[config.mk]
export PLATFORM = sky130hd
export DESIGN_NAME = bfs_mac
export DESIGN_NICKNAME = d
export VERILOG_FILES = /design/src/sv/bfs_pkg.sv /design/src/sv/bfs_mac.sv
export SDC_FILE = /design/constraint.sdc
export NUM_CORES = 2
export LEC_CHECK = 0
export ABC_AREA = 1
export BUFFER_PORTS_ARGS = -buffer_cell sky130_fd_sc_hd__buf_2
export CAP_MARGIN = 5
export CORE_MARGIN = 8
export CORE_UTILIZATION = 55
export DETAILED_ROUTE_END_ITERATION = 10
export GPL_ROUTABILITY_DRIVEN = 1
export HOLD_SLACK_MARGIN = 0.12
export PLACE_DENSITY = 0.73
export SETUP_SLACK_MARGIN = 0.15
export SLEW_MARGIN = 20
export SYNTH_ARGS = -nofsm -noshare
export SYNTH_HDL_FRONTEND = slang
export SYNTH_SLANG_ARGS = --single-unit
[constraint.sdc]
create_clock -name clk -period 12.4 [get_ports clk]
set_input_delay 3.72 -clock clk [delete_from_list [all_inputs] [get_ports clk]]
set_output_delay 3.72 -clock clk [all_outputs]
set_load 0.02 [all_outputs]
[src/sv/bfs_pkg.sv]
// shared types and constants for the binaural fir spatializer
`timescale 1ns / 1ps
`default_nettype none

package bfs_pkg;

  localparam int TAPS_DEF   = 32;
  localparam int HIST_DEF   = 64;
  localparam int XFADE_Q16  = 6554;
  localparam int SMOOTH_Q16 = 3277;
  localparam logic [15:0] GAIN_ONE = 16'd32767;

  typedef enum logic [1:0] {
    FUNC_SAMPLE = 2'd0,
    FUNC_XFADE  = 2'd1,
    FUNC_DIST   = 2'd2,
    FUNC_WRITE  = 2'd3
  } func_t;

  typedef enum logic [3:0] {
    S_IDLE,
    S_HWRITE,
    S_FIR,
    S_DRAIN,
    S_ROUND,
    S_XF_READ,
    S_XF_MUL,
    S_XF_WRITE,
    S_TAP_WRITE,
    S_DIST_MUL,
    S_DIST_UPD,
    S_DIV_START,
    S_DIV_WAIT
  } state_t;

  typedef enum logic [1:0] {
    MSEL_FIR,
    MSEL_SCALE,
    MSEL_XF,
    MSEL_DIST
  } mul_sel_t;

  typedef struct packed {
    logic acc_clr;
    logic acc_en;
  } mac_ctrl_t;

endpackage

`default_nettype wire

[src/sv/bfs_mac.sv]
// shared multiplier pair with accumulators
`timescale 1ns / 1ps
`default_nettype none

module bfs_mac
  import bfs_pkg::*;
#(
  parameter int ACC_W = 37,
  localparam int MUL_W = ACC_W + 18
) (
  input  wire logic                    clk,
  input  wire mac_ctrl_t               ctrl,
  input  wire logic signed [ACC_W-1:0] a_l,
  input  wire logic signed [17:0]      b_l,
  input  wire logic signed [ACC_W-1:0] a_r,
  input  wire logic signed [17:0]      b_r,
  output logic signed      [MUL_W-1:0] prod_l,
  output logic signed      [MUL_W-1:0] prod_r,
  output logic signed      [ACC_W-1:0] acc_l,
  output logic signed      [ACC_W-1:0] acc_r
);

  always_ff @(posedge clk) begin
    prod_l <= a_l * b_l;
    prod_r <= a_r * b_r;
    if (ctrl.acc_clr) begin
      acc_l <= '0;
      acc_r <= '0;
    end else if (ctrl.acc_en) begin
      acc_l <= acc_l + ACC_W'(prod_l);
      acc_r <= acc_r + ACC_W'(prod_r);
    end
  end

endmodule

`default_nettype wire

; Yosys cells after proc, flatten, opt, wreduce, memory -nomap -nowiden
; Index checks and enable logic that the tools add are counted.
[totals]
word_cells = 8
regBits = 184
out_inout_bits = 184
[classes]
add_sub_neg = 2
multipliers = 2
[ops]
columns = op, count
row1 = 37-bit by 18-bit multiplier with 55-bit output, 2
row2 = 37-bit adder, 2

; Longest topological paths before layout
[logic_depth]
word_depth = 1
mapped_depth = 29
ltp_nobuf = 27

; Worst setup path before layout
; No wires, ideal clock.
[synth_timing]
kind = in2reg
startpoint = input a_r[36]
endpoint = register prod_r[53]
setup_ns = 0.072
arrival_time_ns = 9.018
cell_stages = 24
path_slack_ns = 3.310
path_buffers = 2
cell_sequence = clkbuf_1 -> clkbuf_1 -> nand2_1 -> inv_1 -> fa_1 -> fa_1 -> ha_1 -> inv_1 -> fa_1 -> inv_1 -> fa_1 -> inv_1 -> fa_1 -> inv_1 -> ha_1 -> nand2_1 -> nor2_1 -> inv_2 -> nor2_1 -> nand2_1 -> nor3_1 -> nand2_1 -> nand3_1 -> xor2_1
[synth_between]
elab_chain_cells = 1
[synth_lines]
columns = element, line_no
row1 = from (decl), bfs_mac.sv:15  ; input wire logic signed [ACC_W-1:0] a_r,
row2 = 37-bit by 18-bit multiplier with 55-bit output, bfs_mac.sv:25  ; prod_r <= a_r * b_r;
row3 = to (signal assigned), bfs_mac.sv:25
row4 = to (decl), bfs_mac.sv:18  ; output logic signed [MUL_W-1:0] prod_r,
; Every way passes these cells.
; A chain may end at the register's enable or synchronous reset.

; Final worst setup path
[layout_timing]
startpoint = input b_r[3]
endpoint = register prod_r[30]
[layout_between]
elab_chain_cells = 1
[layout_lines]
columns = element, line_no
row1 = from (decl), bfs_mac.sv:16  ; input wire logic signed [17:0] b_r,
row2 = 37-bit by 18-bit multiplier with 55-bit output, bfs_mac.sv:25
; Every way passes these cells.

==> results.json <==
{
  "synth_nets": 9479,
  "layout_commonest_cell": "inv_1",
  "drive_above_1_share": 0.0569,
  "synth_ff_type": "dfxtp_1",
  "antenna_found_initial": 14,
  "post_cts_resized": 0,
  "cts_max_level": 4,
  "cts_sinks": 184,
  "tns_ps": 0,
  "drc": 0,
  "start_kind": "primary input",
  "path_class": "in -> reg",
  "reg2reg_from": "prod_r[0]$_DFF_P_",
  "cap_violations": 0,
  "crit_path_start": "b_r[3]",
  "area_growth_pct": 4.79,
  "overflow": 0,
  "synth.distinct_cells": 43,
  "arrival_ps": 10000,
  "outcome": "complete, no violations",
  "die_h_um": 340,
  "post_cts_buffers": 0,
  "fp.coreArea_sq_mm": 0.105,
  "synth.cell_area_sq_mm": 0.0579,
  "place_area_sq_mm": 0.0600,
  "place_congestion": 0.991,
  "dieArea_sq_mm": 0.116,
  "initial_core_util": 0.552,
  "whs_ps": 507,
  "ys_top_cells_by_area": "fa_1 44%, inv_1 15%, nand2_1 12%",
  "rows": 119,
  "insertion_delay_ps": 500,
  "wl_per_cell_um": 19.3,
  "async_flop_share": 0,
  "drt_iter0_markers": 4203,
  "max_freq_mhz": 104,
  "hold_buffers": 0,
  "holdCritStartpoint": "acc_r[36]$_SDFFE_PP0P_",
  "final_cell_mix": "2,268 x inv_1, 1,912 x nand2_1, 1,268 x fa_1, 542 x nor2_1, 334 x ha_1",
  "dpl.hpwl_mm": 144,
  "die_w_um": 340,
  "clockRootBuffer": "clkbuf_16",
  "worst_pin_slew_ps": 1120,
  "crit_fanout": 37,
  "fin_area_sq_mm": 0.0607,
  "fin_crit_sh": 0.775,
  "grt_pass1_vias": 51400,
  "yosysTopAreaCell": "fa_1",
  "clockBufferDepth": 2,
  "cts_buffers": 17,
  "fin_crit_ps": 9610,
  "pin_count": 297,
  "drv_slew": 0,
  "clk_pin_slew_ps": 80,
  "cp-end-kind": "flop",
  "synth_edf_count": 0,
  "numPortBuffers": 296,
  "ys_ff_latch": 184,
  "vias": 48900,
  "seq_area_frac_synth": 0.0636,
  "synthCells": 7764,
  "synth_top_area_frac": 0.438,
  "maxSlewHeadroom": 0.256,
  "wl_mm": 177,
  "setup_violations": 0,
  "grt_start_max_net_pins": 77,
  "final.setup_skew_ps": 21.2,
  "cp.required_ps": 12780,
  "dr.pass1.iters": 6,
  "grt_usage": 0.307,
  "ant_nets": 0,
  "syn_area_per_cell_sq_um": 7.46,
  "final_nets": 9489,
  "rsz0062_at_grt": "no",
  "grt_pass1_wl_mm": 282,
  "finalHoldViolations": 0,
  "holdCritPathClass": "reg -> reg",
  "ys_warn_count": 0,
  "cts_tree": "yes",
  "via_per_inst": 5.33
}
[state kept, by name, summed over array words and instances (netlist names)]
name    count
acc_l      37
acc_r      37
prod_l     55
prod_r     55
[stage by stage]
step | setup WS, ps | instances | util
floorplan | 3310 | 7764 | -
global placement | 2450 | 9146 | 0.573
detailed placement | 2340 | 9146 | 0.573
CTS | 2920 | 9178 | 0.579
global route | 2490 | 9180 | 0.579
finish | 2790 | 9186 | 0.579
[synthesized netlist by cell type (88+ instances only)]
library cell	n
a21oi_1	228
dfxtp_1	184
o21ai_0	134
inv_1	2268
clkbuf_1	221
nor2_1	542
fa_1	1268
nand3_1	150
xor2_1	88
nand2_1	1912
ha_1	334
buf_1	95
[critical path: stages]
cell	delay [ps]
buf_2	710
nand2_1	200
fa_1	600
inv_1	70
fa_1	540
inv_1	60
fa_1	500
inv_1	50
fa_1	470
fa_1	530
inv_1	50
fa_1	610
inv_1	80
ha_1	360
a21oi_1	330
o21ai_0	250
a21oi_1	220
o21ai_0	150
a21oi_1	260
xnor2_1	220
[logic make-up after synthesis]
kind of cell / share of synthesized area
compound gates: 0.0483
xor+xnor: 0.0212
fa+ha+maj: 0.511
buf+inv: 0.168
flops: 0.0636
simple gates: 0.188
[path summary, 6_finish.rpt]
kind | slack, ps | end | cells after the start
worst max-delay path | 2790 | prod_r[30]$_DFF_P_ | 20
worst max register to register | 9520 | acc_r[32]$_SDFFE_PP0P_ | 15
worst min register to register | 510 | acc_r[36]$_SDFFE_PP0P_ | 2
worst min-delay path | 510 | acc_r[36]$_SDFFE_PP0P_ | 2
[area by class of cell]
cell class	instances	area, sq um
repair buffers	307	1570
clock buffers	18	439
fillers	9929	44100
diodes	8	20.0
clock inverters	14	194
well taps	1391	1740
flip-flops and latches	184	3680
inverters	2280	8560
multi-input cells	4984	44500
[layer usage]
layer / part of all wire / GRT usage / wire length (um) / up-vias
li1: - / - / - / 22000
met2: 0.44 / 0.471 / 77400 / 2447
met1: 0.42 / 0.431 / 74600 / 24100
met4: 0.030 / 0.0881 / 5380 / 10
met3: 0.11 / 0.0785 / 20000 / 362
met5: 0.00032 / 0 / 57 / -
Power is not shown: default switching activity piles up to over one toggle a cycle in this logic, so the estimate is an artifact.
