`config.mk`:
```
export PLATFORM = sky130hd
export DESIGN_NAME = bfs_div
export DESIGN_NICKNAME = d
export VERILOG_FILES = /design/src/sv/bfs_div.sv
export SDC_FILE = /design/constraint.sdc
export NUM_CORES = 1
export LEC_CHECK = 0
export BUFFER_PORTS_ARGS = -buffer_cell sky130_fd_sc_hd__buf_2
export CAP_MARGIN = 20
export CORE_MARGIN = 1
export CORE_UTILIZATION = 56
export DETAILED_ROUTE_END_ITERATION = 10
export HOLD_SLACK_MARGIN = 0.1
export PLACE_DENSITY = 0.82
export SKIP_CTS_REPAIR_TIMING = 1
export SLEW_MARGIN = 20
export SYNTH_ARGS = -nofsm -noshare
export SYNTH_HDL_FRONTEND = slang
export SYNTH_SLANG_ARGS = --single-unit
```
`constraint.sdc`:
```
create_clock -name clk -period 3.1 [get_ports clk]
set_clock_uncertainty 0.15 [all_clocks]
set_input_delay 0.31 -clock clk [delete_from_list [all_inputs] [get_ports clk]]
set_output_delay 0.31 -clock clk [all_outputs]
set_load 0.005 [all_outputs]
```
`src/sv/bfs_div.sv`:
```
// restoring divider, one quotient bit per cycle
`timescale 1ns / 1ps
`default_nettype none

module bfs_div (
  input  wire logic        clk,
  input  wire logic        rst,
  input  wire logic        start,
  input  wire logic [31:0] num,
  input  wire logic [17:0] den,
  output logic             done,
  output logic      [31:0] quo
);

  logic        run;
  logic [4:0]  cnt;
  logic [18:0] rem;
  logic [31:0] nsh;
  logic [17:0] dreg;
  logic [18:0] trial;

  assign trial = {rem[17:0], nsh[31]};

  always_ff @(posedge clk) begin
    if (rst) begin
      run  <= 1'b0;
      done <= 1'b0;
      cnt  <= '0;
    end else begin
      done <= 1'b0;
      if (start) begin
        run <= 1'b1;
        cnt <= '0;
      end else if (run) begin
        cnt <= cnt + 5'd1;
        if (cnt == 5'd31) begin
          run  <= 1'b0;
          done <= 1'b1;
        end
      end
    end
  end

  always_ff @(posedge clk) begin
    if (start) begin
      rem  <= '0;
      nsh  <= num;
      dreg <= den;
      quo  <= '0;
    end else if (run) begin
      nsh <= {nsh[30:0], 1'b0};
      if (trial >= {1'b0, dreg}) begin
        rem <= trial - {1'b0, dreg};
        quo <= {quo[30:0], 1'b1};
      end else begin
        rem <= trial;
        quo <= {quo[30:0], 1'b0};
      end
    end
  end

endmodule

`default_nettype wire

```
## Yosys cells after proc, flatten, opt, wreduce, memory -nomap -nowiden

Index checks and enable logic that the tools add are counted.

| word-level totals | value |
|---|---|
| flip-flop bits (word level) | 107 |
| bits in latches | 0 |
| memory bits (writable) | 0 |
| ROM bits | 0 |
| output and inout bits | 33 |
| logic and storage cells | 23 |
| memories | 0 |

| operators by class | value |
|---|---|
| add/sub/neg operators | 2 |
| multipliers | 0 |
| div/mod/pow operators | 0 |
| $lt $le $gt $ge | 1 |
| eq/ne operators | 1 |
| shift operators | 0 |
| mux-type cells | 8 |
| bitwise gates (word level) | 1 |
| reduce and logical (&&, ||, !) cells | 3 |

Operators by type and width:

| kind | number |
|---|---|
| $mux 32 | 2 |
| $ge 19x18->1 | 1 |
| $mux 18 | 1 |
| $sub 18x18->18 | 1 |
| $add 5x1->5 const B | 1 |
| $eq 5x5->1 const B | 1 |
| $mux 1 | 5 |
| $reduce_or 3->1 | 1 |
| $reduce_bool 2->1 | 1 |
| $reduce_or 2->1 | 1 |
| $not 1->1 | 1 |

## Longest topological paths before layout

Gate-level depths: netlist of run 1.

| depth | value |
|---|---|
| depth after elaboration | 4 |
| depth in mapped cells | 12 |
| gate-level depth less buffers | 11 |

## Worst setup path after synthesis of run 1

Ideal clock, no wire load.

| timing path | value |
|---|---|
| kind | register to register |
| from | register nsh[31] |
| to | register rem[16] |
| library setup time | 0.122 ns |
| arrival | 2.525 ns |
| required time | 2.828 ns |
| path slack | 0.303 ns |
| stages on the path, launching flop included | 12 |
| cells stage by stage | edfxtp_1 -> inv_1 -> ha_1 -> inv_1 -> fa_1 -> a211o_1 -> a2111o_1 -> a211o_1 -> a211oi_2 -> xnor2_1 -> mux2i_1 -> o21ai_1 |

| on the way | value |
|---|---|
| longest elaborated chain between the ends | 2 |

RTL lines:

| element | RTL line | source |
|---|---|---|
| from (decl) | 18 | `logic [31:0] nsh;` |
| from (signal assigned) | 47 | `nsh <= num;` |
| from (signal assigned) | 51 | `nsh <= {nsh[30:0], 1'b0};` |
| $sub 18x18->18 / $ge 19x18->1 (equally long branches) | 53, 52 |  |
| $mux 18 (*) | 52 | `if (trial >= {1'b0, dreg}) begin` |
| to (signal assigned) | 53 | `rem <= trial - {1'b0, dreg};` |
| to (signal assigned) | 56 | `rem <= trial;` |
| to (decl) | 17 | `logic [18:0] rem;` |

Mark *: on every way between the ends. The rest lies on a longest branch, timed or not.
A chain may end at the register's enable or synchronous reset.

## Final worst setup path of run 1

Same ends and word-level chain as after synthesis.

==> reports/metrics.cfg, run 1 <==
[final_layout]
multi_input_comb_area_mm2 = 0.00214
final_cell_mix = 84 x buf_2, 63 x nor2_1, 56 x dfxtp_1, 50 x edfxtp_1, 48 x dlygate4sd3_1
final_core_util_pct = 71.2
drive_gt1_share_pct = 24.5
final_area_mm2 = 0.00618
antenna_cells = 0
regArea_mm2 = 0.00264
areaGrowthSynthToFinish_pct = 23.8
num-nets-final = 652
final_common_cell = buf_2
num-fill-cells = 622

[synth]
syn_area_mm2 = 0.00499
synth.distinct_cells = 50
yosysSeqAreaShare_pct = 52.9
synth_seq_cells = 107
synth.avg_cell_area_um2 = 11.1
synth-edff-count = 50
yosys_most_used_dff = dfxtp_1
synth_nets = 523
ys_warn_count = 0
syn_inst = 449
ys_async_sr_fraction_pct = 0

[clock_tree]
cts_tree = built
clock_latency_ps = 380
clkTransAtPathRegs_ps = 120
cts_root_buffer = clkbuf_8
cts_sinks = 107
htreeDepth = 3
clockBufferDepth = 2
cts_inserted_buffers = 9

[timing]
finalHoldViolations = 0
layout_min_cycle_time_ps = 2960
worstMarginPinSlew_ps = 859
holdWs_ps = 87.8
setup_tns_ps = 0
max_freq_mhz = 338
rsz0062_at_grt = false
slew_headroom_pct = 42.8
finalCritPeriodShare_pct = 95.4
drv_slew = 0
setup_viol = 0

[worst_hold_path]
hold_path.class = input pin to flop
worstHoldStart = num[5]
worstHoldEndpoint = nsh[5]$_DFFE_PP_
hold_depth = 2

[routing]
routed_via_density = 5.36
drt_first_iter_violations = 269
vias = 3705
dr.pass1.iters = 4
ant_nets = 0
postRouteWirelength_um = 10400
avgRoutedWirePerCell_um = 15.1
drc = 0

[setup_path]
worstPathMaxFanout = 3
regToRegStartpoint = nsh[31]$_DFFE_PP_
crit_arrival_ps = 3060
critical_path_class = flop to flop
cp.required_ps = 3200
ff2ff_path_depth = 11
r2r-end = rem[16]$_SDFFE_PP0P_
setup.worst_path.end_class = flop
reg2reg_slack_ps = 140
start_kind = flop

[floorplan]
pin_count = 86
die_x_um = 96.4
dieArea_mm2 = 0.00929
initial_core_util_pct = 57.5
die_h_um = 96.4
core-area_mm2 = 0.00868
rows = 34

[power]
irDropWorstVdd_mv = 0.291
power.leakage_nw = 2.67
power.density_mw_per_mm2 = 473

[global_route]
grt_pass1_vias = 3432
grt_overflow = 0
grt_max_degree = 65
track_usage_pct = 21.3
antenna_found_initial = 0
grt_pass1_wl_um = 15200

[placed_design]
routabilityCongestion = 0.854
dp_hpwl_um = 6680
port_buffers = 85
post_dp_cell_area_mm2 = 0.00550

[run_status]
outcome = finished clean

[run]
cap_violations = 0

-- flip-flops by register name, indices dropped and copies added (netlist names) --
| name | flops |
|---|---|
| nsh | 32 |
| quo | 32 |
| dreg | 18 |
| rem | 18 |
| cnt | 5 |
| done | 1 |
| run | 1 |
-- worst max path at each step --
stage | endpoint | slack, ps | cells after the start | from
5_1_grt | rem[16]$_SDFFE_PP0P_ | 20 | 11 | nsh[31]$_DFFE_PP_
4_1_cts | rem[16]$_SDFFE_PP0P_ | 70 | 11 | nsh[31]$_DFFE_PP_
3_5_place_dp | rem[16]$_SDFFE_PP0P_ | 100 | 11 | nsh[31]$_DFFE_PP_
3_3_place_gp | rem[16]$_SDFFE_PP0P_ | 190 | 11 | nsh[31]$_DFFE_PP_
6_report | rem[16]$_SDFFE_PP0P_ | 140 | 11 | nsh[31]$_DFFE_PP_
2_1_floorplan | rem[16]$_SDFFE_PP0P_ | 300 | 11 | nsh[31]$_DFFE_PP_
-- cell families after synthesis --
group / synth area share (%)
DFF: 52.9
and+or+nand+nor: 8.82
AOI/OAI and AO/OA: 10.6
muxes: 15.2
buffers and inverters: 4.19
adders and majority gates: 5.41
xor gates and xnor gates: 2.81
-- power by group --
group | switching, W | internal, W | total (W)
clock | 0.000523 | 0.000316 | 0.000839
combinational | 0.000247 | 0.000235 | 0.000482
sequential | 0.0000335 | 0.00157 | 0.00160
total | 0.000804 | 0.00212 | 0.00292
-- per-layer routing --
layer / wire (um) / GRT usage (%) / share of wire, %
met5: 0 / 0 / 0
met4: 150 / 7.84 / 1.4
met3: 481 / 5.87 / 4.6
met2: 5550 / 37.6 / 53
met1: 4220 / 24.7 / 41
-- critical path, cell delays in order, from the launching register on --
cell and delay (ps):
edfxtp_1 400, inv_1 70, ha_1 140, inv_1 50, fa_2 370, a211o_1 340
a2111o_1 380, a211o_1 320, a211oi_2 260, xnor2_1 100, mux2i_1 190, o21ai_1 70
-- final cells by class --
type,instances,share of cell area [%]
Clock buffer,9,2.00
Clock inverter,7,1.11
Inverter,30,1.82
Timing Repair Buffer,139,15.4
Sequential cell,107,42.8
Multi-Input combinational cell,291,34.7
Tap cell,108,2.19
-- cell usage after synthesis (all sizes together) (5+ instances only) --
master	number	share of area, %
ha	20	5.0
a31oi	5	0.63
a21o	6	0.90
xor2	7	1.2
a211oi	15	2.4
xnor2	9	1.6
o21ai	17	1.7
buf	7	0.88
inv	30	2.3
nand2	19	1.4
dfxtp	57	23
edfxtp	50	30
nor2	63	4.7
a21oi	17	1.7
clkbuf	14	1.1
mux2i	41	8.2
mux2	31	7.0
-- per-stage QoR --
stage | total power [W] | setup slack, ps | instances
floorplan | 0.00195 | 303 | 449
global placement | 0.00204 | 193 | 627
detailed placement | 0.00206 | 96.1 | 627
CTS | 0.00289 | 73.7 | 643
global route | 0.00305 | 16.9 | 691
finish | 0.00292 | 142 | 691
No activity file was read; power rests on OpenSTA's default activity.
==> inputs of run 2 (changes only) <==
Settings changed: ABC_AREA set to 1, CORE_UTILIZATION 56 to 57, SKIP_LAST_GASP set to 1.
==> run 2 against run 1 <==
Routed wire length grew 38%; critical path type unchanged; sequential cell count did not move; sequential share of layout area down 3.1 points; largest power group unchanged; worst setup slack better by 620 ps; final area up 7.8%; utilization up 0.87 points; critical endpoint unchanged.
==> reports/metrics.cfg, run 2 <==
[clock_tree]
clkTransAtPathRegs_ps = 110
cts_inserted_buffers = 9
cts_sinks = 107
cts_root_buffer = clkbuf_8
htreeDepth = 3
clock_latency_ps = 380
cts_tree = built
clockBufferDepth = 2

[synth]
synth_top_family_by_area = simple AND/OR/NAND/NOR gates
ys_async_sr_fraction_pct = 0
synth_xor_area_share_pct = 1.13
synth-simple-area-share_pct = 29.4
synth-edff-count = 50
syn_inst = 686
ys_warn_count = 0
synth.most_common_cell = nand2_1
synth_common_cells = 233 x nand2_1, 101 x inv_1, 57 x dfxtp_1
yosysTopAreaCell = edfxtp_1
muxShareOfSynthArea_pct = 0
synth-compound-area-share_pct = 6.03
synth.avg_cell_area_um2 = 7.92
synth_seq_cells = 107
synth_top_area_share_pct = 27.6
synthAdderAreaFrac_pct = 4.97
synthTopCellsByArea = edfxtp_1 28%, dfxtp_1 21%, nand2_1 16%
syn_area_mm2 = 0.00544
synth.distinct_cells = 34
yosysSeqAreaShare_pct = 48.6
yosys_most_used_dff = dfxtp_1
synth_nets = 760

[final_layout]
num-nets-final = 890
final_common_cell = nand2_1
areaGrowthSynthToFinish_pct = 22.5
antenna_cells = 0
final_cell_mix = 233 x nand2_1, 100 x inv_1, 85 x buf_2, 57 x dfxtp_1, 51 x dlygate4sd3_1
drive_gt1_share_pct = 16.8
top_regs = nsh: 32 flops, quo: 32 flops

[timing]
rsz0062_at_grt = false
setup_tns_ps = 0
slew_headroom_pct = 43.3
layout_min_cycle_time_ps = 2330
setup_viol = 0
finalCritPeriodShare_pct = 75.3
worstMarginPinSlew_ps = 849
drv_slew = 0
finalHoldViolations = 0
max_freq_mhz = 429

[placed_design]
port_buffers = 85
routabilityCongestion = 0.983
dp_hpwl_um = 8630

[setup_path]
cp.required_ps = 3210
worstPathMaxFanout = 4
crit_arrival_ps = 2440
critical_path_class = flop to flop
slowest_stage = fa_1
critPathTopFamily = simple AND/OR/NAND/NOR gates
ff2ff_path_depth = 14
r2r-end = rem[16]$_SDFFE_PP0P_
regToRegStartpoint = nsh[31]$_DFFE_PP_
critPathBufInv = 2
cpMostUsedCell = nand3_1
cpPeakStageDelay_ps = 450
reg2reg_slack_ps = 770
path_cells = inv_1 > ha_1 > inv_1 > fa_1 > nand3_1 > nand3_1 > nand2_1 > nand3_1 > nand2_1 > nand3_1 > nand2_1 > nor2_1 > nor2_1 > nor2_1
setup.worst_path.end_class = flop
start_kind = flop

[power]
pwr-share-clk_pct = 31.7
pwr-share-seq_pct = 55.7
irDropWorstVdd_mv = 0.603
power.density_mw_per_mm2 = 425
comb_power_share_pct = 12.5
p_total_w = 0.00283
switching_share_pct = 28.5
intPower_w = 0.00203
p_sw_w = 0.000806
power.leakage_nw = 3.31

[worst_hold_path]
hold_path.class = input pin to flop
worstHoldEndpoint = rem[0]$_SDFFE_PP0P_
worstHoldStart = start
hold_depth = 4

[floorplan]
die_x_um = 99.7
pin_count = 86
rows = 35
core-area_mm2 = 0.00924
dieArea_mm2 = 0.00993
initial_core_util_pct = 58.8
die_h_um = 99.7

[global_route]
grt_max_degree = 63
grt_overflow = 0
grt_pass1_vias = 4673
antenna_found_initial = 0
grt_pass1_wl_um = 20800
track_usage_pct = 26.3

[routing]
avgRoutedWirePerCell_um = 15.1
dr.pass1.iters = 7
routed_via_density = 5.37
postRouteWirelength_um = 14300
ant_nets = 0
vias = 5104
drc = 0
drt_first_iter_violations = 387

[run]
cap_violations = 0

[run_status]
outcome = finished clean

[run 2: cell count changes in the layout (fill, tap and decap cells not counted), sizes merged, moves of 5 or more]
cell and delta:
a211oi -14, a21o -6, a31oi -5, inv +77, mux2 -31, mux2i -41, nand2 +227, nand3 +41
nand4 +19, nor2 -17, o21ai -8, o22ai +26, xnor2 -9
[run 2: area by class of cell]
type	instances	area [um^2]
fillers	654	2580
clock inverters	7	86.3
multi-input cells	448	2260
flip-flops and latches	107	2640
inverters	108	405
repair buffers	142	981
clock buffers	9	124
well taps	129	161
[run 2: how the worst max path moves through the flow]
stage / start / to / slack [ps] / depth (start not counted)
6_report: nsh[31]$_DFFE_PP_ / rem[16]$_SDFFE_PP0P_ / 770 / 14
5_1_grt: nsh[31]$_DFFE_PP_ / rem[16]$_SDFFE_PP0P_ / 510 / 14
4_1_cts: nsh[31]$_DFFE_PP_ / rem[16]$_SDFFE_PP0P_ / 770 / 14
3_5_place_dp: nsh[31]$_DFFE_PP_ / rem[16]$_SDFFE_PP0P_ / 790 / 14
3_3_place_gp: nsh[31]$_DFFE_PP_ / rem[16]$_SDFFE_PP0P_ / 900 / 14
2_1_floorplan: run$_SDFF_PP0_ / nsh[0]$_SDFFCE_PN0P_ / 780 / 4
[run 2: worst reg2reg max path, stage by stage (launching register included)]
cell and delay, ps:
edfxtp_1 380, inv_1 90, ha_1 140, inv_1 70, fa_1 450, nand3_1 120
nand3_1 140, nand2_1 90, nand3_1 110, nand2_1 110, nand3_1 80, nand2_1 80
nor2_1 40, nor2_1 110, nor2_1 50
[run 2: metrics by stage]
stage | utilization, % | std cells | hold WS [ps] | setup slack (ps) | area, um^2
2_1_floorplan | - | 686 | 238 | 777 | 5440
3_3_place_gp | 64.3 | 883 | 276 | 902 | 5940
3_5_place_dp | 64.3 | 883 | 309 | 788 | 5940
4_1_cts | 66.6 | 899 | -68.9 | 771 | 6150
5_1_grt | 72.1 | 950 | 224 | 510 | 6660
6_report | 72.1 | 950 | 219 | 767 | 6660
[run 2: power by group through the flow]
| stage | registers, W | logic [W] | clock network (W) |
|---|---|---|---|
| 3_5_place_dp | 0.00161 | 0.000290 | 0 |
| 2_1_floorplan | 0.00160 | 0.000203 | 0 |
| 4_1_cts | 0.00158 | 0.000293 | 0.000903 |
| 5_1_grt | 0.00158 | 0.000390 | 0.000950 |
| 6_report | 0.00158 | 0.000354 | 0.000899 |
| 3_3_place_gp | 0.00160 | 0.000281 | 0 |
[run 2: cells by family after synthesis]
family	Yosys count
and+or+nand+nor	364
buffers and inverters	131
adders and majority gates	21
DFF	107
xor gates and xnor gates	7
AOI/OAI and AO/OA	56
[run 2: per-layer routing]
layer | track usage [%] | share of wire (%) | vias up
met5 | 0 | 0 | -
met4 | 9.28 | 2.9 | 0
met3 | 7.94 | 7.8 | 41
met2 | 43.9 | 51 | 242
met1 | 32.3 | 39 | 2363
li1 | - | - | 2458
