[config.mk]
export PLATFORM = sky130hd
export DESIGN_NAME = bfs_ram
export DESIGN_NICKNAME = d
export VERILOG_FILES = /design/src/sv/bfs_ram.sv
export SDC_FILE = /design/constraint.sdc
export NUM_CORES = 1
export LEC_CHECK = 0
export BUFFER_PORTS_ARGS = -buffer_cell sky130_fd_sc_hd__buf_2
export CAP_MARGIN = 20
export CORE_AREA = 2 2 389 391
export CTS_CLUSTER_DIAMETER = 120
export DETAILED_ROUTE_END_ITERATION = 10
export DIE_AREA = 0 0 391 393
export HOLD_SLACK_MARGIN = 0.06
export MAX_ROUTING_LAYER = met4
export SETUP_SLACK_MARGIN = 0.02
export SLEW_MARGIN = 5
export SYNTH_ARGS = -nofsm -noshare
export SYNTH_HDL_FRONTEND = slang
export SYNTH_SLANG_ARGS = --single-unit
[constraint.sdc]
create_clock -name clk -period 4.83 [get_ports clk]
set_clock_uncertainty 0.05 [all_clocks]
set_input_delay 0.2415 -clock clk [delete_from_list [all_inputs] [get_ports clk]]
set_output_delay 0.2415 -clock clk [all_outputs]
set_load 0.01 [all_outputs]
[src/sv/bfs_ram.sv]
// generic single write port ram with registered read
`timescale 1ns / 1ps
`default_nettype none

module bfs_ram #(
  parameter int WIDTH = 16,
  parameter int DEPTH = 64,
  localparam int AW = (DEPTH > 1) ? $clog2(DEPTH) : 1
) (
  input  wire logic             clk,
  input  wire logic             we,
  input  wire logic [AW-1:0]    waddr,
  input  wire logic [WIDTH-1:0] wdata,
  input  wire logic [AW-1:0]    raddr,
  output logic      [WIDTH-1:0] rdata
);

  logic [WIDTH-1:0] mem [DEPTH];

  always_ff @(posedge clk) begin
    if (we) begin
      mem[waddr] <= wdata;
    end
    rdata <= mem[raddr];
  end

endmodule

`default_nettype wire

# == After elaboration in Yosys (flattened, before gate mapping) ==
# Memories as Yosys holds them, arrays and structs flattened. A register that Yosys moved wholly into a read port is not among the register bits.
# Cells that the tools add are included.
# totals
reg_bits,0
ramBits,1024
in_bits,30
output_inout_bits,16
word_cells,3
n_memories,1
# memory_table
name,words,width,rd,rd_clocked_by_memory_dff,write_ports,line_no,rtl
mem,64,16,1,1,1,18,logic [WIDTH-1:0] mem [DEPTH];
# classes
muxes,2
# op_table
cell,count
2-to-1 mux 1 bit,2

# == Depth between registers and ports, before layout ==
# Gate-level depths: netlist of the first run.
# depth
ltp_word,2
mapped_depth,10
depth_no_buf,5

# == Least setup slack after synthesis of the first run ==
# OpenSTA, ideal clock, no wires.
# synth_path
path_type,in2reg
start,input waddr[3]
end,memory mem[48][0] (enable)
setup_time_ns,0.409
t_arrival_ns,1.867
required_ns,4.371
slack_ns,2.504
cell_stages,4
path_buffers,1
cell_sequence,clkbuf_1 > nor2b_1 > nand4b_1 > nor3_1
# synth_rtl
item,line_no,rtl
"start, declared",12,"input wire logic [AW-1:0] waddr,"
"end, declared",18,
# Straight into the memory's write port.

==> results of run 1 <==
==> kinds of logic (layout without fill, tap and decap cells) <==
logic type      count (synthesis)  in the layout  share of synthesized area (%)
simple gates                  220            220                           2.65
compound gates                129            129                           2.41
buf+inv                       104            325                           1.83
mux                           336            336                           15.5
flops                        1040           1040                           77.6
other cells                     0              2                              0
==> final timing paths <==
kind | end | from | depth (start not counted)
setup / recovery | rdata[2] | raddr[2] | 7
hold reg to reg | rdata[5] | mem[0][5] | 4
hold / removal | mem[51][7] | wdata[7] | 2
setup reg to reg | rdata[4] | mem[8][4] | 5
==> layer usage <==
metal | share of wire (%) | up-vias | track usage [%]
li1 | - | 7968 | -
met1 | 43 | 10347 | 17.4
met2 | 48 | 772 | 20.3
met3 | 7.4 | 117 | 2.29
met4 | 2.2 | 0 | 3.62
met5 | 0 | - | -
==> power by group through the flow <==
| stage | registers (uW) | logic [uW] | clock network [uW] |
|---|---|---|---|
| after floorplan | 10200 | 517 | 0 |
| after global placement | 10200 | 915 | 0 |
| after detailed placement | 10200 | 932 | 0 |
| after CTS | 10000 | 936 | 7820 |
| after global routing | 10000 | 979 | 8150 |
| final | 10000 | 925 | 7690 |
==> metrics by stage <==
| stage | setup slack [ns] | hold slack (ns) |
|---|---|---|
| 6_report | 2.16 | 0.204 |
| 5_1_grt | 2.09 | 0.204 |
| 4_1_cts | 2.21 | 0.168 |
| 3_5_place_dp | 1.50 | 0.655 |
| 3_3_place_gp | 1.55 | 0.663 |
| 2_1_floorplan | 2.50 | 0.290 |
==> placed cells by master, fill, tap and decap left out, drive strengths merged <==
master    netlist  layout
a22oi          39      39
or3b            1       1
nand2b          3       3
nor2           74      74
nand3b          2       2
a22o            6       6
a31oi           8       8
a211o           8       8
clkbuf         27     126
and4            5       5
or3             1       1
nand2          60      60
mux2i          85      85
bufinv          0       8
nor4            3       3
nand4b          1       1
clkinv          0      42
nand3          24      24
a21oi          17      17
a311oi          8       8
mux4          224     224
mux2           27      27
o21ai           8       8
diode           0       2
inv             0       4
clkinvlp        0       6
a211oi          8       8
a41oi           5       5
nor2b          30      30
edfxtp       1024    1024
nor3            2       2
buf            77     139
a221o           6       6
nand4          12      12
and2            2       2
dfxtp          16      16
a221oi         16      16
==> cell type report <==
class	instances	share of cell area [%]
well taps	1944	5.28
clock buffers	126	5.88
repair buffers	139	2.24
multi-input cells	685	18.0
flip-flops and latches	1040	67.5
clock inverters	60	1.13
diodes	2	0.0109
==> critical path, stage by stage <==
cell and delay (ns):
buf_8 0.57, buf_4 0.48, and2_1 0.41, nand2_1 0.09, a41oi_1 0.46, o21ai_0 0.45, and4_1 0.33
==> registers in the layout (all words and copies together) (netlist names) <==
signal	count
rdata	16
mem	1024
==> reports/qor.yml, run 1 <==
p_int_uw: 14700
synth_nets: 1859
yosysSeqAreaShare_pct: 77.6
synth_cell_type_count: 43
cts_made_buffers: 103
cts.path.max_buffers: 3
grt_pass1_vias: 19200
placed_area_sq_um: 42800
status: "finished clean"
avgSynthCellArea_sq_um: 21.9
combPwrFrac_pct: 5.0
hold_class: "in2reg"
grt_pass1_wl_um: 140000
crit_fanout: 89
ant_nets: 0
cts_resized: 0
htree_levels: 3
ys_ff_latch: 1040
root_buffer: "clkbuf_16"
syn_to_final_growth_pct: 15.0
path_class: "in2reg"
clk_pin_slew_worst_paths_ns: 0.06
port_buffers: 45
min_period_over_period_pct: 55.2
finalSetupTns_ns: 0
multi_input_area_sq_um: 8280
drc: 0
fin_nets: 1999
rrSetupSlack_ns: 2.58
drive_above_1_share_pct: 26.6
rsz0062_at_grt: "no"
synth_top_area_cell: "edfxtp_1"
clock_latency_ns: 0.66
hold_viol: 0
crit_required_ns: 5.33
cap_violations: 0
p_sw_share_pct: 21.1
postCtsSetupBuffers: 0
maxSlewViolCount: 0
die_w_um: 391
p_total_uw: 18700
rows: 142
sequentialPowerShare_pct: 53.8
dieArea_sq_um: 154000
seqCellArea_sq_um: 31100
final-setup-viol-count: 0
synth-main-ff-cell: "edfxtp_1"
synth_edf_count: 1024
wl_um: 98300
leakage_uw: 0.0142
synthArstFlopShare_pct: 0
dp_hpwl_um: 57700
max_freq_mhz: 375
pin_count: 46
synth.most_common_cell: "edfxtp_1"
design.core.area_sq_um: 149000
clock_power_share_pct: 41.2
globalRouteOverflowTotal: 0
vias: 19204
start_util_pct: 26.8
p_per_area_nw_per_um2: 405
syn_inst: 1829
vdd.ir_drop.worst_v: 0.000225
relSlewSlack_pct: 25.1
fin_area_sq_um: 46000
globalplace.congestion: 0.807
final_util_pct: 30.8
p_sw_uw: 3940
post-route-min-period_ns: 2.67
yosysTopAreaCellShare_pct: 76.8
hold_buffers: 0
grtUsageTotal_pct: 13.0
synth_common_cells: "1024 x edfxtp_1, 220 x mux4_2, 85 x mux2i_1, 72 x nor2_1, 59 x nand2_1"
nFillCells: 14181
cts.sinks: 1040
netlist_area_sq_um: 40000
grt_max_degree: 90
first_iter_violations: 2221
ys_top_cells_by_area: "edfxtp_1 77%, mux4_2 12%, mux2i_1 2.1%"
cts_tree: "built"
placed_cells: 3806
firstDrtPassIters: 5
wl_per_cell_um: 24.6
arrival_ns: 3.17
stdcell_count: 3996
vias_per_cell: 4.81
crit_path_end_kind: "register"
chipHeight_um: 393
cp-start-kind: "input pin"
yosys_warnings: 0
tightest_slew_ns: 1.12
antenna_found_initial: 6
Note: power is estimated with default switching activity, not from simulation.
==> run 2, diff against run 1 <==
- ABC_AREA: not set -> 1
- CORE_AREA: 2 2 389 391 -> 2 2 398 400
- DIE_AREA: 0 0 391 393 -> 0 0 400 402
- clock period: 4.83 -> 2.2 ns (I/O delays scaled with it)
==> reports/qor.yml, run 2 <==
antenna_found_initial: 5  # -1
multi_input_area_sq_um: 9590  # +16%
yosys.area_share.simple_pct: 22.7  # +20 points
yosys_warnings: 0  # unchanged
syn_inst: 3517  # +92%
hold_ws_ns: 0.129  # -0.0751 ns
chipHeight_um: 402  # +2.3%
p_sw_uw: 9680  # +150%
worst_slack_ns: 0.292  # -1.87 ns
max_freq_mhz: 524
ant_nets: 0  # unchanged
rr_worst_depth: 9  # +4
relSlewSlack_pct: 38.9  # +14 points
vias_per_cell: 4.76  # -1.0%
cap_violations: 0  # unchanged
min_period_over_period_pct: 86.7
ys_ff_latch: 1040  # unchanged
drc: 0  # unchanged
synth-main-ff-cell: "edfxtp_1"
synthArstFlopShare_pct: 0  # unchanged
clock_power_share_pct: 40.7  # -0.5 points
synth-xor-area-share_pct: 0  # unchanged
p_per_area_nw_per_um2: 845  # +110%
grt_max_degree: 69  # -23%
final_common_cell: "nand2_1"
avgSynthCellArea_sq_um: 12.0  # -45%
die_w_um: 400  # +2.3%
timing.rr.start: "mem[53][11]"
nFillCells: 15692  # +11%
pin_count: 46  # unchanged
regMostFlops: "mem"
clk_pin_slew_worst_paths_ns: 0.07  # about the same
drive_above_1_share_pct: 11.9  # -15 points
ys_top_cells_by_area: "edfxtp_1 73%, nand2_1 12%, nand3_1 10%"
grtUsageTotal_pct: 15.4  # +2.4 points
synth_compound_area_share_pct: 0  # -2.4 points
synth_top_family_by_area: "simple AND/OR/NAND/NOR gates"
crit_path_end_kind: "register"
synth_top_area_cell: "edfxtp_1"
grt_pass1_wl_um: 179000  # +27%
sequentialPowerShare_pct: 52.2  # -1.6 points
cp-start-kind: "input pin"
reg_top3: "mem (1024), rdata (16)"
fin_area_sq_um: 50000  # +8.5%
crit_fanout: 14  # -84%
syn_to_final_growth_pct: 18.7
synth_adder_area_share_pct: 0  # unchanged
seqCellArea_sq_um: 31100  # unchanged
yosysSeqAreaShare_pct: 73.8  # -3.8 points
finalSetupTns_ns: 0  # unchanged
synth_cell_type_count: 16  # -63%
design.core.area_sq_um: 157000  # +5.3%
min_to: "mem[55][10]"
tightest_slew_ns: 0.916  # -0.206 ns
largest_reg_flops: 1024  # unchanged
first_iter_violations: 2815  # +27%
root_buffer: "clkbuf_16"
globalRouteOverflowTotal: 0  # unchanged
status: "finished clean"
vdd.ir_drop.worst_v: 0.000511  # +130%
dieArea_sq_um: 161000  # +4.6%
p_sw_share_pct: 22.9  # +1.8 points
combPwrFrac_pct: 7.1  # +2.1 points
postCtsSetupBuffers: 0  # unchanged
cts_tree: "built"
synth.most_common_cell: "nand2_1"
p_int_uw: 32500  # +120%
clock_latency_ns: 0.70  # +0.04 ns
globalplace.congestion: 0.889  # +10%
layout_common_cells: "1296 x nand2_1, 1024 x edfxtp_1, 871 x nand3_1"
yosysTopAreaCellShare_pct: 73.0  # -3.8 points
crit_required_ns: 2.51  # -2.82 ns
grt_pass1_vias: 26931  # +40%
hp-start: "wdata[10]"
dp_hpwl_um: 73800  # +28%
path_class: "in2reg"
rrSetupSlack_ns: 0.39  # -2.19 ns
fin_nets: 3735  # +87%
cts.sinks: 1040  # unchanged
hold_viol: 0  # unchanged
htree_levels: 3  # unchanged
r2r-end: "rdata[11]"
netlist_area_sq_um: 42100  # +5.1%
final-setup-viol-count: 0  # unchanged
hold_class: "in2reg"
holdPathStages: 2  # unchanged
rows: 146  # +2.8%
wl_um: 122000  # +24%
start_util_pct: 26.8  # -0.033 points
maxSlewViolCount: 0  # unchanged
port_buffers: 45  # unchanged
synth_nets: 3547  # +91%
arrival_ns: 2.22  # -0.95 ns
vias: 27873  # +45%
leakage_uw: 0.0178  # +25%
rsz0062_at_grt: "no"
cts_made_buffers: 100  # -2.9%
firstDrtPassIters: 7  # +2
muxShareOfSynthArea_pct: 0  # -16 points
post-route-min-period_ns: 1.91
place_ws_ns: -0.0814  # -1.58 ns
synth_common_cells: "1296 x nand2_1, 1024 x edfxtp_1, 871 x nand3_1, 113 x buf_2, 56 x nor2_1"
placed_area_sq_um: 46500  # +8.7%
wl_per_cell_um: 20.8  # -15%
synth_edf_count: 1024  # unchanged
cts.path.max_buffers: 3  # unchanged
run 2: critical path, stage by stage:
cell and delay, ns:
dlygate4sd3_1 0.58, buf_2 0.24, inv_1 0.37, nand4_1 0.22, buf_4 0.25, nor2_1 0.14, buf_4 0.29
run 2: logic make-up after synthesis:
logic type / count (synthesis)
buffers and inverters: 237
DFF: 1040
and+or+nand+nor: 2240
run 2: layer usage:
metal | vias to the layer above | routed length, um | track usage [%]
met5 | - | 0 | -
met3 | 191 | 11500 | 4.30
li1 | 12795 | - | -
met1 | 13876 | 51600 | 20.2
met4 | 0 | 3140 | 4.22
met2 | 1011 | 55700 | 23.3
run 2: worst max path at each step:
| stage | from | end | slack [ns] | cells after the start |
|---|---|---|---|---|
| 2_1_floorplan | we | mem[48][0] | -0.51 | 3 |
| 3_3_place_gp | raddr[0] | rdata[0] | -0.05 | 13 |
| 3_5_place_dp | raddr[0] | rdata[0] | -0.08 | 13 |
| 4_1_cts | mem[53][11] | rdata[11] | 0.38 | 9 |
| 5_1_grt | waddr[0] | mem[8][4] | 0.24 | 7 |
| 6_report | waddr[0] | mem[8][9] | 0.29 | 7 |
run 2: power groups by stage:
stage               Sequential (uW)  Combinational, uW  Clock [uW]
CTS                           22000               2990       17500
floorplan                     22400               1470           0
finish                        22000               2990       17200
global placement              22400               2930           0
detailed placement            22400               2950           0
global route                  22000               3240       18200
run 2: final cells by class:
type / count / share of cell area, %
antenna: 3 / 0.0150
clock buffer: 123 / 5.28
clock inverter: 59 / 1.18
inverter: 12 / 0.143
multi-input combinational: 2240 / 19.2
sequential: 1040 / 62.2
tap: 2072 / 5.19
timing repair buffer: 311 / 6.81
run 2: per-stage QoR:
stage          total power (uW)  utilization (%)  instances
3_5_place_dp              25400             29.6       5653
4_1_cts                   42500             31.8       5857
5_1_grt                   43500             31.8       5860
3_3_place_gp              25400             29.6       5653
2_1_floorplan             23900                -       3517
6_report                  42200             31.8       5860
run 2: what timing repair did:
item,4_1_cts,5_1_grt
hold buffers,22,0
resized for setup,0,0
endpoints found under the hold margin,727,0
==> run 3, diff against run 2 <==
--- a/config.mk
+++ b/config.mk
@@ -8,2 +8,3 @@
 export ABC_AREA = 1
+export ABC_CLOCK_PERIOD_IN_PS = 2400
 export BUFFER_PORTS_ARGS = -buffer_cell sky130_fd_sc_hd__buf_2
==> constraint.sdc (replaced) <==
create_clock -name clk -period 2.4 [get_ports clk]
set_clock_uncertainty 0.05 [all_clocks]
set_input_delay 0.12 -clock clk [delete_from_list [all_inputs] [get_ports clk]]
set_output_delay 0.12 -clock clk [all_outputs]
set_load 0.1 [all_outputs]
==> reports/qor.yml, run 3 (same netlist as run 2, synthesis figures left out) <==
grt_pass1_wl_um: 177000  # -0.63%
path_cells: "dlygate4sd3_1 -> buf_8 -> clkinv_8 -> buf_12 -> buf_12 -> nand3_1 -> nand3_1 -> nand2_1 -> nand2_1 -> nand3_1 -> nand3_1 -> dlygate4sd3_1 -> nand2_1"
timing.rr.start: "mem[39][8]"
fin_area_sq_um: 48900  # -2.1%
grtUsageTotal_pct: 15.2  # -0.16 points
dp_hpwl_um: 69900  # -5.3%
globalRouteOverflowTotal: 0  # unchanged
relSlewSlack_pct: 45.1  # +6.2 points
vias: 27869  # -0.014%
clk_pin_slew_worst_paths_ns: 0.06  # about the same
htree_levels: 3  # unchanged
cts.sinks: 1040  # unchanged
vias_per_cell: 4.81  # +1.1%
maxSlewViolCount: 0  # unchanged
placed_area_sq_um: 45400  # -2.3%
drive_above_1_share_pct: 10.2  # -1.7 points
antenna_found_initial: 6  # +1
largest_reg_flops: 1024  # unchanged
layout_common_cells: "1296 x nand2_1, 1024 x edfxtp_1, 871 x nand3_1"
cpMostUsedCell: "nand3_1"
post-route-min-period_ns: 2.27
p_per_area_nw_per_um2: 795  # -5.9%
vdd.ir_drop.worst_v: 0.000568  # +11%
design.core.area_sq_um: 157000  # unchanged
min_to: "mem[40][11]"
die_w_um: 400  # unchanged
regMostFlops: "mem"
globalplace.congestion: 0.896  # +0.84%
final_util_pct: 31.1  # -0.66 points
cp.depth: 13  # +6
finalSetupTns_ns: 0  # unchanged
dieArea_sq_um: 161000  # unchanged
syn_to_final_growth_pct: 16.2
cts.path.max_buffers: 3  # unchanged
cts_tree: "built"
crit_path_end_kind: "register"
hold_ws_ns: 0.112  # -0.0172 ns
holdPathStages: 2  # unchanged
cts_made_buffers: 101  # +1.0%
firstDrtPassIters: 5  # -2
critPathTopFamily: "buffers and inverters"
path_class: "in2reg"
wl_per_cell_um: 20.9  # +0.62%
stdcell_count: 5797  # -1.1%
r2r-end: "rdata[8]"
cp-start-kind: "input pin"
port_buffers: 45  # unchanged
hp-start: "wdata[11]"
chipHeight_um: 402  # unchanged
hold_class: "in2reg"
crit_buf_inv: 6  # +1
rows: 146  # unchanged
root_buffer: "clkbuf_16"
critical-path-slowest-cell: "dlygate4sd3_1"
drc: 0  # unchanged
leakage_uw: 0.0173  # -2.6%
min_period_over_period_pct: 94.5
postCtsSetupBuffers: 0  # unchanged
final-setup-viol-count: 0  # unchanged
wl_um: 121000  # -0.46%
rr_worst_depth: 9  # unchanged
grt_max_degree: 121  # +75%
reg_top3: "mem (1024), rdata (16)"
rrSetupSlack_ns: 0.55  # +0.16 ns
hold_viol: 0  # unchanged
final_common_cell: "nand2_1"
grt_pass1_vias: 26070  # -3.2%
first_iter_violations: 3574  # +27%
max_freq_mhz: 441
status: "finished clean"
clock_latency_ns: 0.70  # about the same
cap_violations: 0  # unchanged
arrival_ns: 2.80  # +0.58 ns
crit_required_ns: 2.93  # +0.42 ns
rsz0062_at_grt: "no"
placed_cells: 5585  # -1.2%
start_util_pct: 26.8  # unchanged
ant_nets: 0  # unchanged
cpPeakStageDelay_ns: 0.58  # about the same
crit_fanout: 42  # +28
fin_nets: 3666  # -1.8%
tightest_slew_ns: 0.824  # -0.0923 ns
pin_count: 46  # unchanged
[run 3: cell types whose count changed in the layout (fill, tap and decap cells not counted), moves of 2 or more]
cell and delta:
buf_12 -45, clkbuf_8 +3, clkbuf_1 +4, clkinv_1 +4, clkinv_2 -5, dlygate4sd3_1 -2, buf_4 -24, bufinv_16 -2
clkbuf_16 +4, diode_2 +3
[run 3: worst max path at each step]
stage                        start         end  slack [ns]
after global routing      raddr[1]    rdata[8]        0.06
after detailed placement  raddr[0]   rdata[15]        0.08
after CTS                 raddr[1]    rdata[8]        0.07
final                     raddr[1]    rdata[8]        0.13
after global placement    raddr[0]    rdata[3]         0.1
after floorplan                 we  mem[48][0]       -0.32
[run 3: worst reg2reg max path, stage by stage, from the launching register on]
cell and delay, ns:
edfxtp_1 0.35, nand2_1 0.07, nand3_1 0.08, nand3_1 0.20, nand2_1 0.15, nand2_1 0.09, nand3_1 0.07, nand3_1 0.08
dlygate4sd3_1 0.55, nand2_1 0.04
[run 3: metal layers]
| metal | GRT usage, % | routed length (um) |
|---|---|---|
| met5 | - | 0 |
| met4 | 3.92 | 2870 |
| met3 | 3.28 | 12000 |
| met2 | 22.1 | 53900 |
| met1 | 21.6 | 52600 |
[run 3: final cells by class]
cell class	instances	area (sq um)
Timing Repair Buffer	241	2310
Multi-Input combinational cell	2240	9590
Tap cell	2072	2590
Clock inverter	52	473
Inverter	12	76.3
Fill cell	15711	108000
Antenna cell	6	15.0
Sequential cell	1040	31100
Clock buffer	134	2800
[run 3: what timing repair did]
action                                  in CTS  in global routing
hold endpoints to repair                   641                  0
hold buffers                                20                  0
resized for setup                            0                  2
endpoints found under the setup margin       0                  2
[run 3: power by group]
part	total (uW)	switching [uW]	internal [uW]
Clock	15900	6820	9030
Sequential	20200	117	20100
Combinational	2840	2140	699
Total	38900	9080	29800
[run 3: through the flow]
step	power (uW)	worst slack (ns)
global placement	23400	0.0975
global route	40000	0.0610
detailed placement	23400	0.0770
CTS	39100	0.0650
floorplan	22100	-0.324
finish	38900	0.132
